File: config.mk
export PLATFORM = sky130hd
export DESIGN_NAME = stream_find_replace_unit
export DESIGN_NICKNAME = d
export VERILOG_FILES = /design/src/sfr_pkg.sv /design/src/sfr_cell.sv /design/src/sfr_ctrl.sv /design/src/stream_find_replace_unit.sv
export SDC_FILE = /design/constraint.sdc
export NUM_CORES = 1
export LEC_CHECK = 0
export BUFFER_PORTS_ARGS = -buffer_cell sky130_fd_sc_hd__clkbuf_2
export CAP_MARGIN = 20
export CORE_MARGIN = 2
export CORE_UTILIZATION = 55
export DETAILED_ROUTE_END_ITERATION = 16
export HOLD_SLACK_MARGIN = 0.05
export PLACE_DENSITY = 0.74
export SLEW_MARGIN = 0
export SYNTH_ARGS = -nofsm -noshare
export SYNTH_HDL_FRONTEND = slang
export SYNTH_SLANG_ARGS = --single-unit
File: constraint.sdc
create_clock -name clk -period 2.8 [get_ports clk]
set_input_delay 0.14 -clock clk [delete_from_list [all_inputs] [get_ports clk]]
set_output_delay 0.14 -clock clk [all_outputs]
set_load 0.005 [all_outputs]
File: src/sfr_pkg.sv
`default_nettype none

package sfr_pkg;

    // Window and replacement sizes
    localparam int PATTERN_MAX = 8;
    localparam int REPLACE_MAX = 16;

    localparam int CNT_W  = $clog2(PATTERN_MAX + 1);
    localparam int RIDX_W = (REPLACE_MAX > 1) ? $clog2(REPLACE_MAX) : 1;
    localparam int RLEN_W = $clog2(REPLACE_MAX + 1);

    localparam int CFG_IDX_W  = 3;
    localparam int CFG_DATA_W = 64;

    // Configuration register indexes
    typedef enum logic [CFG_IDX_W-1:0] {
        CFG_PATTERN_BYTES  = 3'd0,
        CFG_PATTERN_LENGTH = 3'd1,
        CFG_REPLACE_LOW    = 3'd2,
        CFG_REPLACE_HIGH   = 3'd3,
        CFG_REPLACE_LENGTH = 3'd4
    } cfg_index_t;

    // Sequencer states
    typedef enum logic [1:0] {
        ST_IDLE,
        ST_EVAL,
        ST_REPL,
        ST_FLUSH
    } sfr_state_t;

    typedef struct packed {
        logic [7:0] in_byte;
        logic       final_byte;
    } in_word_t;

    typedef struct packed {
        logic [7:0] out_byte;
        logic       run_end;
        logic       text_end;
    } out_word_t;

    // Per-cycle commands from the sequencer to the cell chain
    typedef struct packed {
        logic [PATTERN_MAX-1:0] load;
        logic                   shift;
    } cell_ctl_t;

    // Clamp a written pattern length to 1..PATTERN_MAX
    function automatic logic [CNT_W-1:0] eff_plen(input logic [3:0] raw);
        logic [CNT_W-1:0] n;
        begin
            if (raw == 4'd0)
                n = CNT_W'(1);
            else if (int'(raw) > PATTERN_MAX)
                n = CNT_W'(PATTERN_MAX);
            else
                n = CNT_W'(raw);
            return n;
        end
    endfunction

    // Clamp a written replacement length to 0..REPLACE_MAX
    function automatic logic [RLEN_W-1:0] eff_rlen(input logic [4:0] raw);
        logic [RLEN_W-1:0] n;
        begin
            if (int'(raw) > REPLACE_MAX)
                n = RLEN_W'(REPLACE_MAX);
            else
                n = RLEN_W'(raw);
            return n;
        end
    endfunction

endpackage

`default_nettype wire

File: src/sfr_cell.sv
`default_nettype none

module sfr_cell (
    input  wire logic       clk,
    input  wire logic       load,
    input  wire logic       shift,
    input  wire logic [7:0] in_byte,
    input  wire logic [7:0] next_byte,
    input  wire logic [7:0] pat_byte,
    input  wire logic       used,
    output logic [7:0]      byte_q,
    output logic            match
);

    logic [7:0] byte_reg;

    // Take a new text byte, or the neighbor's byte when the window advances
    always_ff @(posedge clk)
    begin
        if (load)
            byte_reg <= in_byte;
        else if (shift)
            byte_reg <= next_byte;
    end

    assign byte_q = byte_reg;

    // Cells beyond the pattern length never block a match
    assign match = !used || (byte_reg == pat_byte);

endmodule

`default_nettype wire

File: src/sfr_ctrl.sv
`default_nettype none

module sfr_ctrl (
    input  wire logic                             clk,
    input  wire logic                             rst_n,
    input  wire logic                             in_valid,
    output logic                                  in_stall,
    input  wire logic                             in_final,
    input  wire logic                             cfg_clear,
    input  wire logic [sfr_pkg::CNT_W-1:0]        plen,
    input  wire logic [sfr_pkg::RLEN_W-1:0]       rlen,
    input  wire logic [sfr_pkg::REPLACE_MAX*8-1:0] replace,
    input  wire logic [7:0]                       head_byte,
    input  wire logic                             hit,
    output sfr_pkg::cell_ctl_t                    cell_ctl,
    output logic                                  out_valid,
    input  wire logic                             out_stall,
    output sfr_pkg::out_word_t                    out_data
);

    import sfr_pkg::*;

    sfr_state_t        state_reg, state_next;
    logic [CNT_W-1:0]  count_reg, count_next;
    logic [RIDX_W-1:0] ridx_reg, ridx_next;
    logic              fin_reg;
    logic              out_valid_reg;
    out_word_t         out_data_reg;

    logic              slot_free;
    logic              emit;
    out_word_t         emit_word;
    logic              repl_last;
    logic              head_last;

    assign slot_free = !out_valid_reg || !out_stall;
    assign in_stall  = (state_reg != ST_IDLE);
    assign repl_last = ({1'b0, ridx_reg} == RLEN_W'(rlen - RLEN_W'(1)));
    assign head_last = (count_reg == CNT_W'(1));

    // State, window fill and replacement index
    always_ff @(posedge clk or negedge rst_n)
    begin
        if (!rst_n)
        begin
            state_reg <= ST_IDLE;
            count_reg <= '0;
            ridx_reg  <= '0;
            fin_reg   <= 1'b0;
        end
        else
        begin
            state_reg <= state_next;
            count_reg <= count_next;
            ridx_reg  <= ridx_next;
            if (state_reg == ST_IDLE && in_valid)
                fin_reg <= in_final;
        end
    end

    // Sequence append, compare, replace and flush
    always_comb
    begin
        state_next = state_reg;
        count_next = count_reg;
        ridx_next  = ridx_reg;
        emit       = 1'b0;
        emit_word  = '0;
        cell_ctl   = '0;

        case (state_reg)
            ST_IDLE:
            begin
                if (in_valid)
                begin
                    for (int i = 0; i < PATTERN_MAX; i++)
                        cell_ctl.load[i] = (count_reg == CNT_W'(i));
                    count_next = count_reg + CNT_W'(1);
                    state_next = ST_EVAL;
                end
            end

            ST_EVAL:
            begin
                if (count_reg == plen)
                begin
                    if (hit)
                    begin
                        count_next = '0;
                        ridx_next  = '0;
                        state_next = (rlen != '0) ? ST_REPL : ST_IDLE;
                    end
                    else if (slot_free)
                    begin
                        emit               = 1'b1;
                        emit_word.out_byte = head_byte;
                        emit_word.run_end  = !fin_reg || head_last;
                        emit_word.text_end = fin_reg && head_last;
                        cell_ctl.shift     = 1'b1;
                        count_next         = count_reg - CNT_W'(1);
                        state_next         = (fin_reg && !head_last) ? ST_FLUSH : ST_IDLE;
                    end
                end
                else
                begin
                    state_next = fin_reg ? ST_FLUSH : ST_IDLE;
                end
            end

            ST_REPL:
            begin
                if (slot_free)
                begin
                    emit               = 1'b1;
                    emit_word.out_byte = replace[{ridx_reg, 3'b000} +: 8];
                    emit_word.run_end  = repl_last;
                    emit_word.text_end = repl_last && fin_reg;
                    ridx_next          = ridx_reg + RIDX_W'(1);
                    if (repl_last)
                        state_next = ST_IDLE;
                end
            end

            ST_FLUSH:
            begin
                if (slot_free)
                begin
                    emit               = 1'b1;
                    emit_word.out_byte = head_byte;
                    emit_word.run_end  = head_last;
                    emit_word.text_end = head_last;
                    cell_ctl.shift     = 1'b1;
                    count_next         = count_reg - CNT_W'(1);
                    if (head_last)
                        state_next = ST_IDLE;
                end
            end

            default:
            begin
                state_next = ST_IDLE;
            end
        endcase

        // Drop the window when the pattern length changes
        if (cfg_clear)
            count_next = '0;
    end

    // Hold one result word until the consumer takes it
    always_ff @(posedge clk or negedge rst_n)
    begin
        if (!rst_n)
            out_valid_reg <= 1'b0;
        else if (emit)
            out_valid_reg <= 1'b1;
        else if (!out_stall)
            out_valid_reg <= 1'b0;
    end

    always_ff @(posedge clk)
    begin
        if (emit)
            out_data_reg <= emit_word;
    end

    assign out_valid = out_valid_reg;
    assign out_data  = out_data_reg;

endmodule

`default_nettype wire

File: src/stream_find_replace_unit.sv
// Streaming find and replace over a byte stream. Bytes enter a window held
// in a chain of cells, one byte per cell; once the window holds
// pattern_length bytes it is compared with the pattern in all cells at once. A match
// emits the replacement bytes (none if replace_length is zero) and empties
// the window; a miss emits the oldest byte and advances the chain. A byte
// marked final also pushes out whatever stays in the window. Each result word
// carries run_end on the last word caused by an input byte and text_end on
// the last word of the text. A byte that emits at most one word is first
// accepted, then compared and emitted; a match then emits the replacement
// bytes and a final byte then emits each byte left in the window, since
// the sequencer loads the single output register with one word per cycle
// while the output does not stall. Configure only while idle;
// writing pattern_length discards the window.
`default_nettype none

module stream_find_replace_unit (
    input  wire logic                              clk,
    input  wire logic                              rst_n,
    input  wire logic                              in_valid,
    output logic                                   in_stall,
    input  wire sfr_pkg::in_word_t                 in_data,
    output logic                                   out_valid,
    input  wire logic                              out_stall,
    output sfr_pkg::out_word_t                     out_data,
    input  wire logic                              cfg_valid,
    output logic                                   cfg_ready,
    input  wire logic [sfr_pkg::CFG_IDX_W-1:0]     cfg_index,
    input  wire logic [sfr_pkg::CFG_DATA_W-1:0]    cfg_data
);

    import sfr_pkg::*;

    logic [PATTERN_MAX*8-1:0] pattern_reg;
    logic [CNT_W-1:0]         plen_reg;
    logic [63:0]              repl_lo_reg;
    logic [63:0]              repl_hi_reg;
    logic [RLEN_W-1:0]        rlen_reg;

    logic                     cfg_clear;
    logic [2*64-1:0]          repl_all;
    cell_ctl_t                cell_ctl;
    logic [7:0]               cell_byte [PATTERN_MAX];
    logic [PATTERN_MAX-1:0]   cell_match;
    logic                     hit;

    assign cfg_ready = 1'b1;
    assign cfg_clear = cfg_valid && (cfg_index == CFG_PATTERN_LENGTH);

    // Write configuration registers
    always_ff @(posedge clk or negedge rst_n)
    begin
        if (!rst_n)
        begin
            pattern_reg <= '0;
            plen_reg    <= CNT_W'(1);
            repl_lo_reg <= '0;
            repl_hi_reg <= '0;
            rlen_reg    <= '0;
        end
        else if (cfg_valid)
        begin
            case (cfg_index)
                CFG_PATTERN_BYTES:  pattern_reg <= cfg_data[PATTERN_MAX*8-1:0];
                CFG_PATTERN_LENGTH: plen_reg    <= eff_plen(cfg_data[3:0]);
                CFG_REPLACE_LOW:    repl_lo_reg <= cfg_data;
                CFG_REPLACE_HIGH:   repl_hi_reg <= cfg_data;
                CFG_REPLACE_LENGTH: rlen_reg    <= eff_rlen(cfg_data[4:0]);
                default:            ;
            endcase
        end
    end

    assign repl_all = {repl_hi_reg, repl_lo_reg};

    // Build the window chain; each cell takes from its right neighbor
    for (genvar i = 0; i < PATTERN_MAX; i++)
    begin : g_cell
        logic [7:0] next_byte;

        if (i == PATTERN_MAX - 1)
        begin : g_tail
            assign next_byte = '0;
        end
        else
        begin : g_link
            assign next_byte = cell_byte[i+1];
        end

        sfr_cell u_cell (
            .clk       (clk),
            .load      (cell_ctl.load[i]),
            .shift     (cell_ctl.shift),
            .in_byte   (in_data.in_byte),
            .next_byte (next_byte),
            .pat_byte  (pattern_reg[i*8 +: 8]),
            .used      (CNT_W'(i) < plen_reg),
            .byte_q    (cell_byte[i]),
            .match     (cell_match[i])
        );
    end

    assign hit = &cell_match;

    sfr_ctrl u_ctrl (
        .clk       (clk),
        .rst_n     (rst_n),
        .in_valid  (in_valid),
        .in_stall  (in_stall),
        .in_final  (in_data.final_byte),
        .cfg_clear (cfg_clear),
        .plen      (plen_reg),
        .rlen      (rlen_reg),
        .replace   (repl_all[REPLACE_MAX*8-1:0]),
        .head_byte (cell_byte[0]),
        .hit       (hit),
        .cell_ctl  (cell_ctl),
        .out_valid (out_valid),
        .out_stall (out_stall),
        .out_data  (out_data)
    );

endmodule

`default_nettype wire

# --- After elaboration in Yosys (flattened, before gate mapping) ---
# Cells that the tools add are included.
word_totals:
  regBits: 287
  input_bits: 81
  out_inout_bits: 13
  elab_cells: 180
op_classes:
  n_lt_le_gt_ge: 10
  reduce_logical: 53
  n_shift: 1
  muxes: 56
  addsub: 4
  eq_ne: 35
ops:
  columns: ["cell", "count"]
  rows:
  - ["$mux 8", 18]
  - ["$shiftx 128x8->8", 1]
  - ["$eq 8x8->1", 8]
  - ["$mux 10", 5]
  - ["$mux 4", 10]
  - ["$pmux 10 s3", 1]
  - ["$mux 2", 11]
  - ["$reduce_bool 2->1", 10]
  - ["$eq 4x3->1 const B", 4]
  - ["$lt 3x4->1 const A", 4]
  - ["$logic_not 1->1", 12]
  - ["$ne 2x1->1 const B", 6]
  - ["$pmux 4 s3", 1]
  - ["$logic_or 1x1->1", 10]
  - ["$reduce_and 2->1", 5]
  - ["$add 4x1->4 const B", 2]
  - ["$eq 4x2->1 const B", 2]
  - ["$logic_not 4->1", 2]
  - ["$lt 1x4->1 const A", 2]
  - ["$lt 2x4->1 const A", 2]
  - ["$pmux 2 s4", 1]
  - ["$pmux 4 s2", 1]
  - ["$reduce_and 8->1", 1]
  - ["$eq 3x2->1 const B", 2]
  - ["27 further kinds", 38]

# --- Depth between registers and ports, before layout ---
# Gate-level depths: netlist of the first run.
depth:
  word_depth: 9
  mapped_depth: 9
  mapped_depth_nobuf: 9

# --- Cells and area by module ---
# Synthesis of the first run repeated with hierarchy kept, for this count alone.
hier_totals:
  hier_cells: 903
  area_unflattened_um2: 14549.0
modules_own_cells:
  columns: ["mod", "instances", "seq_area_each_um2", "cells_per_inst", "area_each_um2"]
  rows:
  - ["stream_find_replace_unit", 1, 5031.1, 460, 8264.2]
  - ["sfr_cell", 8, 240.2, 29, 465.4]
  - ["sfr_ctrl", 1, 600.6, 211, 2561.2]

# --- Least setup slack after synthesis of the first run ---
# OpenSTA, ideal clock, no wires.
synth_path:
  path_kind: "reg-to-reg"
  start: "register g_cell[0].u_cell.byte_reg[6]"
  end: "register g_cell[1].u_cell.byte_reg[0], enable pin"
  setup_ps: 376
  n_path_buf: 1
  stages_incl_launch_ff: 9
  arrival_ps: 2135
  synth_period_minus_slack_ps: 2512
  slack_ps: 288
  cell_sequence: "edfxtp_1 xnor2_1 nand4_1 a2111oi_0 or3_1 a31oi_2 a21oi_4 buf_6 o22ai_1"
synth_between:
  elab_chain_cells: 7
synth_rtl:
  columns: ["item", "line", "source"]
  rows:
  - ["start, declared", "sfr_cell.sv:15", "logic [7:0] byte_reg;"]
  - ["start signal, assigned", "sfr_cell.sv:21", "byte_reg <= in_byte;"]
  - ["start signal, assigned", "sfr_cell.sv:23", "byte_reg <= next_byte;"]
  - ["$eq 8x8->1", "sfr_cell.sv:29", "assign match = !used || (byte_reg == pat_byte);"]
  - ["$logic_or 1x1->1", "sfr_cell.sv:29", null]
  - ["$reduce_and 8->1", "stream_find_replace_unit.sv:102", "assign hit = &cell_match;"]
  - ["$mux 1", "sfr_ctrl.sv:87", "if (hit)"]
  - ["$mux 1", "sfr_ctrl.sv:85", "if (count_reg == plen)"]
  - ["$pmux 1 s2", "sfr_ctrl.sv:71", "case (state_reg)"]
  - ["$reduce_bool 2->1 (no line)", null, null]
  - ["end signal, assigned", "sfr_cell.sv:21", null]
  - ["end signal, assigned", "sfr_cell.sv:23", null]
  - ["end, declared", "sfr_cell.sv:15", null]
# Every way passes these cells.
# A chain may end at the register's enable or synchronous reset.

# --- Worst setup path in the final report of the first run ---
layout_path:
  start: "register pattern_reg[36]"
  end: "register u_ctrl.out_data_reg (netlist bit u_ctrl.out_data[6]), enable pin"
layout_between:
  elab_chain_cells: 6
layout_rtl:
  columns: ["item", "line", "source"]
  rows:
  - ["start, declared", "stream_find_replace_unit.sv:33", "logic [PATTERN_MAX*8-1:0] pattern_reg;"]
  - ["start signal, assigned", "stream_find_replace_unit.sv:63", "CFG_PATTERN_BYTES: pattern_reg <= cfg_data[PATTERN_MAX*8-1:0];"]
  - ["$eq 8x8->1", "sfr_cell.sv:29", null]
  - ["$logic_or 1x1->1", "sfr_cell.sv:29", null]
  - ["$reduce_and 8->1", "stream_find_replace_unit.sv:102", null]
  - ["$mux 1", "sfr_ctrl.sv:87", null]
  - ["$mux 1", "sfr_ctrl.sv:85", null]
  - ["$pmux 1 s2", "sfr_ctrl.sv:71", null]
  - ["via u_ctrl.emit", "sfr_ctrl.sv:31", "logic emit;"]
  - ["end signal, assigned", "sfr_ctrl.sv:164", "out_data_reg <= emit_word;"]
  - ["end, declared", "sfr_ctrl.sv:28", "out_word_t out_data_reg;"]
# The timed path passes the listed nets, and every way through them passes these cells.

==> results of run 1 <==
[report_power, final]
part           leakage, nW  switching, mW  total [mW]  internal, mW
Combinational         3.06           2.45        5.01          2.55
Sequential            3.25          0.839        6.48          5.65
Clock                0.506           1.65        4.07          2.42
[layer usage]
layer	global-route usage	share of wire	up-vias	routed length [um]
met2	0.476	0.49	322	17400
met4	0.0852	0.035	4	1240
met1	0.380	0.41	4470	14600
met3	0.0398	0.060	70	2110
li1	-	-	3876	-
met5	0	0.00065	-	23
[layout by cell type, fill, tap and decap left out, types with 31 or more instances in the layout]
master                          synthesis  final
sky130_fd_sc_hd__mux2_2               250    250
sky130_fd_sc_hd__dfrtp_1              212    211
sky130_fd_sc_hd__clkbuf_2               0     91
sky130_fd_sc_hd__edfxtp_1              74     74
sky130_fd_sc_hd__dlygate4sd3_1          0     68
sky130_fd_sc_hd__xor2_1                53     53
sky130_fd_sc_hd__nand2_1               50     50
sky130_fd_sc_hd__buf_4                  3     43
sky130_fd_sc_hd__mux4_2                40     40
sky130_fd_sc_hd__clkbuf_16              0     31
[worst max-delay path by stage]
stage                          startpoint                          to  slack [ps]  depth (start not counted)
2_1_floorplan  g_cell[0].u_cell.byte_q[6]  g_cell[1].u_cell.byte_q[0]         290                          8
3_3_place_gp   g_cell[1].u_cell.byte_q[1]          u_ctrl.out_data[3]          30                         10
3_5_place_dp              pattern_reg[36]          u_ctrl.out_data[3]          20                         10
4_1_cts                   pattern_reg[11]          u_ctrl.out_data[6]          60                         10
5_1_grt                   pattern_reg[36]          u_ctrl.out_data[6]          10                         10
6_report                  pattern_reg[36]          u_ctrl.out_data[6]         140                         10
[worst register-to-register path, cell delays in order, from the launching register on]
cell and delay (ps):
sky130_fd_sc_hd__dfrtp_1 400, sky130_fd_sc_hd__xor2_1 180, sky130_fd_sc_hd__nor4_2 360, sky130_fd_sc_hd__buf_4 170
sky130_fd_sc_hd__a21oi_1 90, sky130_fd_sc_hd__nor4_4 330, sky130_fd_sc_hd__a31oi_2 170, sky130_fd_sc_hd__a21oi_4 270
sky130_fd_sc_hd__buf_4 180, sky130_fd_sc_hd__a21boi_1 60, sky130_fd_sc_hd__buf_4 180
[timing repair]
action / in CTS / in global routing
resized for setup: 1 / 1
setup endpoints to repair: 18 / 47
hold endpoints to repair: 279 / 0
hold buffers: 68 / 0
pin swaps: 0 / 1
[cell families after synthesis]
kind of cell	count (synthesis)
AOI/OAI and AO/OA	74
other	1
and+or+nand+nor	140
adders and majority gates	12
buffers and inverters	56
xor gates and xnor gates	74
muxes	290
DFF	287
[metrics by stage]
step / worst slack [ps] / instance area (um2) / hold slack [ps] / util
finish: 144 / 16500 / 76.2 / 0.679
global route: 9.64 / 16500 / 64.8 / 0.679
CTS: 62.4 / 16500 / 54.5 / 0.679
detailed placement: 22.2 / 14800 / 216 / 0.608
global placement: 29.2 / 14800 / 217 / 0.608
floorplan: 288 / 13600 / -156 / -
[area by class of cell]
type / instances / share of cell area
diodes: 1 / 0.000152
multi-input cells: 591 / 0.352
flip-flops and latches: 287 / 0.459
well taps: 324 / 0.0246
clock inverters: 13 / 0.00965
repair buffers: 212 / 0.100
clock buffers: 43 / 0.0523
inverters: 11 / 0.00251
==> summary.txt, run 1 <==
Outcome
  • Run status: complete, no violations

Setup path
  • CP Class: register to register
  • Most prevalent standard cell on the critical path: sky130_fd_sc_hd__buf_4
  • Cell type of the slowest stage on the worst timing path: sky130_fd_sc_hd__dfrtp_1
  • Crit path cell chain: xor2_1 -> nor4_2 -> buf_4 -> a21oi_1 -> nor4_4 -> a31oi_2 -> a21oi_4 -> buf_4 -> a21boi_1 -> buf_4
  • Number of buffers and inverters on the critical path: 3
  • Peak per-stage delay on the critical path: 400 ps
  • Worst R2R End: u_ctrl.out_data[6]
  • Worst Setup Start Kind: register
  • Reg2reg path depth: 10
  • RR Startpoint: pattern_reg[36]
  • Signal arrival time at the worst endpoint: 2960 ps
  • Kind of cell with the highest combined delay on the critical path: simple AND/OR/NAND/NOR gates
  • Maximum fanout along the worst path: 10
  • Minimum setup slack among reg-to-reg paths: 140 ps
  • Required arrival time at the worst endpoint: 3100 ps
  • Critical Path Sink Type: register

Yosys
  • Area share of fa/ha/maj cells after synthesis: 0.0111
  • Main synth FF type: sky130_fd_sc_hd__dfrtp_1
  • Main combinational cell family by area after synthesis: multiplexers
  • XOR/XNOR share of the synthesized area: 0.0478
  • Mean cell area of the mapped netlist: 14.5 um2
  • Top cell types by occurrence after synthesis: sky130_fd_sc_hd__mux2_2 (250), sky130_fd_sc_hd__dfrtp_1 (212), sky130_fd_sc_hd__edfxtp_1 (74)
  • Proportion of netlist area held by the largest area contributor: 0.391
  • Sequential cell area fraction in the yosys report: 0.557
  • Net Count, Synth: 1027
  • Main area contributors after synthesis: sky130_fd_sc_hd__dfrtp_1 (39%), sky130_fd_sc_hd__mux2_2 (21%), sky130_fd_sc_hd__edfxtp_1 (16%), sky130_fd_sc_hd__mux4_2 (6.6%), sky130_fd_sc_hd__xor2_1 (3.4%)
  • Fraction of synthesis flops using an asynchronous set or reset pin: 0.742
  • Number of enable-type register cells in the synthesized netlist: 74
  • Cell taking the most area after synthesis: sky130_fd_sc_hd__dfrtp_1
  • Syn Inst Count: 934
  • Most frequently used cell type in the post-synthesis netlist: sky130_fd_sc_hd__mux2_2
  • Area fraction in compound gates after synthesis: 0.0384
  • Post-synthesis cell type count: 60
  • Fraction of synthesized area in multiplexers: 0.274
  • Synthesized area: 13600 um2
  • Flop and latch count out of synthesis: 287
  • Post-synthesis share of cell area spent on and, or, nand and nor gates: 0.0530
  • Synthesis warning total: 0

Timing
  • Post-layout min period: 2660 ps
  • Worst-case headroom to the max-slew limit: 0.456
  • Final max-slew violation count: 0
  • Fmax: 377 MHz
  • Largest clock skew in the final design: 23.1 ps
  • Worst-Margin Slew: 810 ps
  • Unrepaired setup endpoints after global routing: no
  • Number of endpoints failing setup at the final stage: 0
  • Post-route setup TNS: 0 ps
  • Share of the cycle needed by the critical path after routing: 0.948
  • Final hold violation count: 0

Clock network
  • Inserted Clock Buffers: 30
  • CTS clk-pin slew, worst paths: 70 ps
  • Sinks on the clock net: 287
  • Clock root buffer: sky130_fd_sc_hd__clkbuf_16
  • Htree depth: 1
  • Buffers inserted during post-CTS setup optimization: 0
  • TritonCTS clock tree: done
  • Max clock buf depth: 3
  • Worst skew pair latency: 560 ps

Place
  • Placer's final routability congestion estimate: 0.846
  • Sum of net half-perimeters after detailed placement: 24700 um
  • Port buffer count: 92
  • Cells after DPL: 1357

Hold path
  • Startpoint of the lowest-slack hold path: in_data[5]
  • Worst hold path stage count: 2
  • Min-Delay Path Class: input port to register
  • End point of the worst hold path: g_cell[6].u_cell.byte_q[4]

Global route
  • Overall overflow remaining after global route: 0
  • GRT Util Overall: 0.281
  • Number of antenna violations at the first check in global routing: 4
  • First-pass GRT wire length: 54500 um
  • Via count of the first global-routing pass: 9078
  • Pin count of the biggest net entering global routing: 81

Routing
  • Wire length per cell after detailed routing: 23.9 um
  • 1st-pass router iterations: 5
  • Total via count after detailed routing: 8742
  • Final ANT Viol Nets: 0
  • Number of design rule violations left after detail routing: 0
  • Via/cell ratio: 5.90
  • Overall routed net length: 35400 um
  • Iteration-0 DRC Markers: 664

Floorplan
  • Core area: 24200 um2
  • Starting density of the core: 0.559
  • Die Footprint: 25900 um2
  • Die H: 161 um
  • Horizontal extent of the die: 161 um
  • Io pins: 94
  • Row Count: 57

Layout
  • Area of the multi-input gates: 5790 um2
  • Share of post-route cells with drive strength above 1: 0.431
  • Final-stage net count: 1226
  • Filler Cells Inserted: 1719
  • Layout area overhead: 21.4%
  • Number of cells in the finished layout apart from fillers: 1482
  • Area of all sequential standard cells: 7550 um2

Run
  • Max-capacitance violation count: 0

Power
  • Largest vdd supply drop: 0.636 mV
  • Total design power: 15.6 mW
  • Pwr/cell area: 945 nW/um2
  • Leakage power of the design: 6.82 nW
Note: power is estimated with default switching activity, not from simulation.
==> inputs of run 2 (changes only) <==
==> constraint.sdc (replaced) <==
create_clock -name clk -period 3.1 [get_ports clk]
set_input_delay 0.155 -clock clk [delete_from_list [all_inputs] [get_ports clk]]
set_output_delay 0.155 -clock clk [all_outputs]
set_load 0.005 [all_outputs]
==> run 2 against run 1 <==
Net effect:
- cell count is 1.7% lower
- critical path depth fell by 1
- power decreased by 12%
- largest power group unchanged
- largest cell class unchanged
- worst hold slack better by 27 ps
- global-route usage fell by 0.82 points
- combinational power decreased by 13%
- via count down 1.1%
- maximum frequency decreased by 6.5%
- clock power is 15% lower
- non-clock buffer count down 24
==> summary.txt, run 2 (synthesis results as in run 1) <==
Layout
  • Number of cells in the finished layout apart from fillers: 1457 (was 1482)
  • Share of post-route cells with drive strength above 1: 0.411 (was 0.431)
  • Most frequent standard cell in the layout excluding fill and tap cells: sky130_fd_sc_hd__mux2_2 (unchanged)
  • Highest-count cells in the layout ignoring fill and taps: sky130_fd_sc_hd__mux2_2 (250), sky130_fd_sc_hd__dfrtp_1 (211), sky130_fd_sc_hd__clkbuf_2 (91), sky130_fd_sc_hd__edfxtp_1 (74), sky130_fd_sc_hd__dlygate4sd3_1 (68) (unchanged)
  • Layout area overhead: 19.1% (was 21.4%)
  • Post-Route Utilization: 0.666 (was 0.679)
  • Final-stage net count: 1201 (was 1226)

Setup path
  • Peak per-stage delay on the critical path: 430 ps (was 400 ps)
  • Worst Setup Start Kind: register (unchanged)
  • Launch point of the critical path: g_cell[4].u_cell.byte_q[4] (was pattern_reg[36])
  • Maximum fanout along the worst path: 10 (unchanged)
  • Signal arrival time at the worst endpoint: 3140 ps (was 2960 ps)
  • Required arrival time at the worst endpoint: 3400 ps (was 3100 ps)
  • CP Class: register to register (unchanged)
  • Number of buffers and inverters on the critical path: 2 (was 3)
  • Crit path cell chain: xor2_1 -> nor4_1 -> a21oi_1 -> nor4_4 -> a31oi_2 -> a21oi_4 -> buf_12 -> a21boi_1 -> buf_4 (was xor2_1 -> nor4_2 -> buf_4 -> a21oi_1 -> nor4_4 -> a31oi_2 -> a21oi_4 -> buf_4 -> a21boi_1 -> buf_4)
  • Worst R2R End: u_ctrl.out_data[1] (was u_ctrl.out_data[6])
  • Critical Path End: u_ctrl.out_data[1] (was u_ctrl.out_data[6])
  • Critical path depth: 9 (was 10)
  • Reg2reg path depth: 9 (was 10)
  • RR Startpoint: g_cell[4].u_cell.byte_q[4] (was pattern_reg[36])
  • Cell type of the slowest stage on the worst timing path: sky130_fd_sc_hd__nor4_1 (was sky130_fd_sc_hd__dfrtp_1)
  • Minimum setup slack among reg-to-reg paths: 260 ps (was 140 ps)
  • Critical Path Sink Type: register (unchanged)
  • Kind of cell with the highest combined delay on the critical path: simple AND/OR/NAND/NOR gates (unchanged)

Routing
  • Wire length per cell after detailed routing: 23.7 um (was 23.9 um)
  • Iteration-0 DRC Markers: 664 (unchanged)
  • Overall routed net length: 34600 um (was 35400 um)
  • Total via count after detailed routing: 8646 (was 8742)
  • Via/cell ratio: 5.93 (was 5.90)
  • Number of design rule violations left after detail routing: 0 (unchanged)
  • 1st-pass router iterations: 4 (was 5)
  • Final ANT Viol Nets: 0 (unchanged)

Clock network
  • Sinks on the clock net: 287 (unchanged)
  • Max clock buf depth: 3 (unchanged)
  • Worst skew pair latency: 550 ps (was 560 ps)
  • Inserted Clock Buffers: 29 (was 30)
  • Hold Buf Count CTS: 68 (unchanged)
  • Clock root buffer: sky130_fd_sc_hd__clkbuf_16 (unchanged)
  • Htree depth: 1 (unchanged)
  • TritonCTS clock tree: done (unchanged)
  • Buffers inserted during post-CTS setup optimization: 0 (unchanged)
  • CTS clk-pin slew, worst paths: 60 ps (was 70 ps)
  • Total of cells resized after clock tree synthesis: 0 (was 1)

Floorplan
  • Starting density of the core: 0.559 (unchanged)
  • Die Footprint: 25900 um2 (unchanged)
  • Horizontal extent of the die: 161 um (unchanged)
  • Die H: 161 um (unchanged)
  • Core area: 24200 um2 (unchanged)
  • Io pins: 94 (unchanged)
  • Row Count: 57 (unchanged)

Timing
  • Post-route setup TNS: 0 ps (unchanged)
  • Final hold violation count: 0 (unchanged)
  • Final max-slew violation count: 0 (unchanged)
  • Largest clock skew in the final design: 13.9 ps (was 23.1 ps)
  • Number of endpoints failing setup at the final stage: 0 (unchanged)
  • Post-layout min period: 2840 ps (was 2660 ps)
  • Unrepaired setup endpoints after global routing: no (unchanged)
  • Worst-Margin Slew: 888 ps (was 810 ps)
  • Share of the cycle needed by the critical path after routing: 0.916 (was 0.948)
  • Worst-case headroom to the max-slew limit: 0.403 (was 0.456)
  • Fmax: 352 MHz (was 377 MHz)

Power
  • Leakage power of the design: 6.64 nW (was 6.82 nW)
  • Pwr/cell area: 845 nW/um2 (was 945 nW/um2)
  • Largest vdd supply drop: 0.542 mV (was 0.636 mV)

Run
  • Max-capacitance violation count: 0 (unchanged)

Global route
  • First-pass GRT wire length: 53600 um (was 54500 um)
  • Number of antenna violations at the first check in global routing: 5 (was 4)
  • Overall overflow remaining after global route: 0 (unchanged)
  • Pin count of the biggest net entering global routing: 91 (was 81)
  • GRT Util Overall: 0.273 (was 0.281)
  • Via count of the first global-routing pass: 9163 (was 9078)

Hold path
  • Startpoint of the lowest-slack hold path: in_data[5] (unchanged)
  • Min-Delay Path Class: input port to register (unchanged)

Place
  • Port buffer count: 92 (unchanged)
  • Cells after DPL: 1333 (was 1357)
  • Sum of net half-perimeters after detailed placement: 24000 um (was 24700 um)
  • Placer's final routability congestion estimate: 0.844 (was 0.846)

Outcome
  • Run status: complete, no violations (unchanged)
-- run 2: cell count changes in the layout (fill, tap and decap cells not counted), moves of 2 or more --
cell,change
sky130_fd_sc_hd__buf_4,-21
sky130_fd_sc_hd__clkinv_1,+7
sky130_fd_sc_hd__buf_12,-3
sky130_fd_sc_hd__clkinv_2,-3
sky130_fd_sc_hd__nor4_1,+2
sky130_fd_sc_hd__nor4_2,-2
-- run 2: worst min-delay path by stage --
stage                                             to  slack, ps  cells past startpoint
after detailed placement             repl_hi_reg[20]        280                      1
final                     g_cell[7].u_cell.byte_q[4]        100                      2
after CTS                 g_cell[7].u_cell.byte_q[4]         90                      2
after global routing      g_cell[4].u_cell.byte_q[5]        120                      2
after floorplan                       pattern_reg[0]       -140                      0
after global placement               repl_hi_reg[12]        290                      1
-- run 2: layer usage --
| metal | vias up | global-route usage | part of all wire |
|---|---|---|---|
| met5 | - | 0 | 0.00038 |
| met4 | 2 | 0.0994 | 0.035 |
| met3 | 77 | 0.0570 | 0.071 |
| met2 | 312 | 0.446 | 0.48 |
| met1 | 4426 | 0.364 | 0.41 |
| li1 | 3829 | - | - |
-- run 2: per-stage QoR --
step | power (mW) | instance area (um2) | hold slack, ps | setup WS, ps
floorplan | 8.64 | 13600 | -141 | 588
global placement | 10.0 | 14500 | 288 | 411
detailed placement | 10.1 | 14500 | 283 | 293
CTS | 13.6 | 16100 | 89.5 | 264
global route | 14.3 | 16100 | 117 | 98.6
finish | 13.6 | 16200 | 104 | 261
-- run 2: area by class of cell --
cell class,count,area [um2]
Inverter,11,41.3
Tap cell,324,405
Multi-Input combinational cell,591,5780
Antenna cell,2,5.00
Fill cell,1700,8100
Timing Repair Buffer,188,1440
Clock buffer,40,818
Clock inverter,14,115
Sequential cell,287,7550
-- run 2: report_power, final --
| group | internal, mW | switching (mW) |
|---|---|---|
| Clock | 2.00 | 1.44 |
| Sequential | 5.10 | 0.715 |
| Combinational | 2.18 | 2.20 |
| Total | 9.28 | 4.36 |
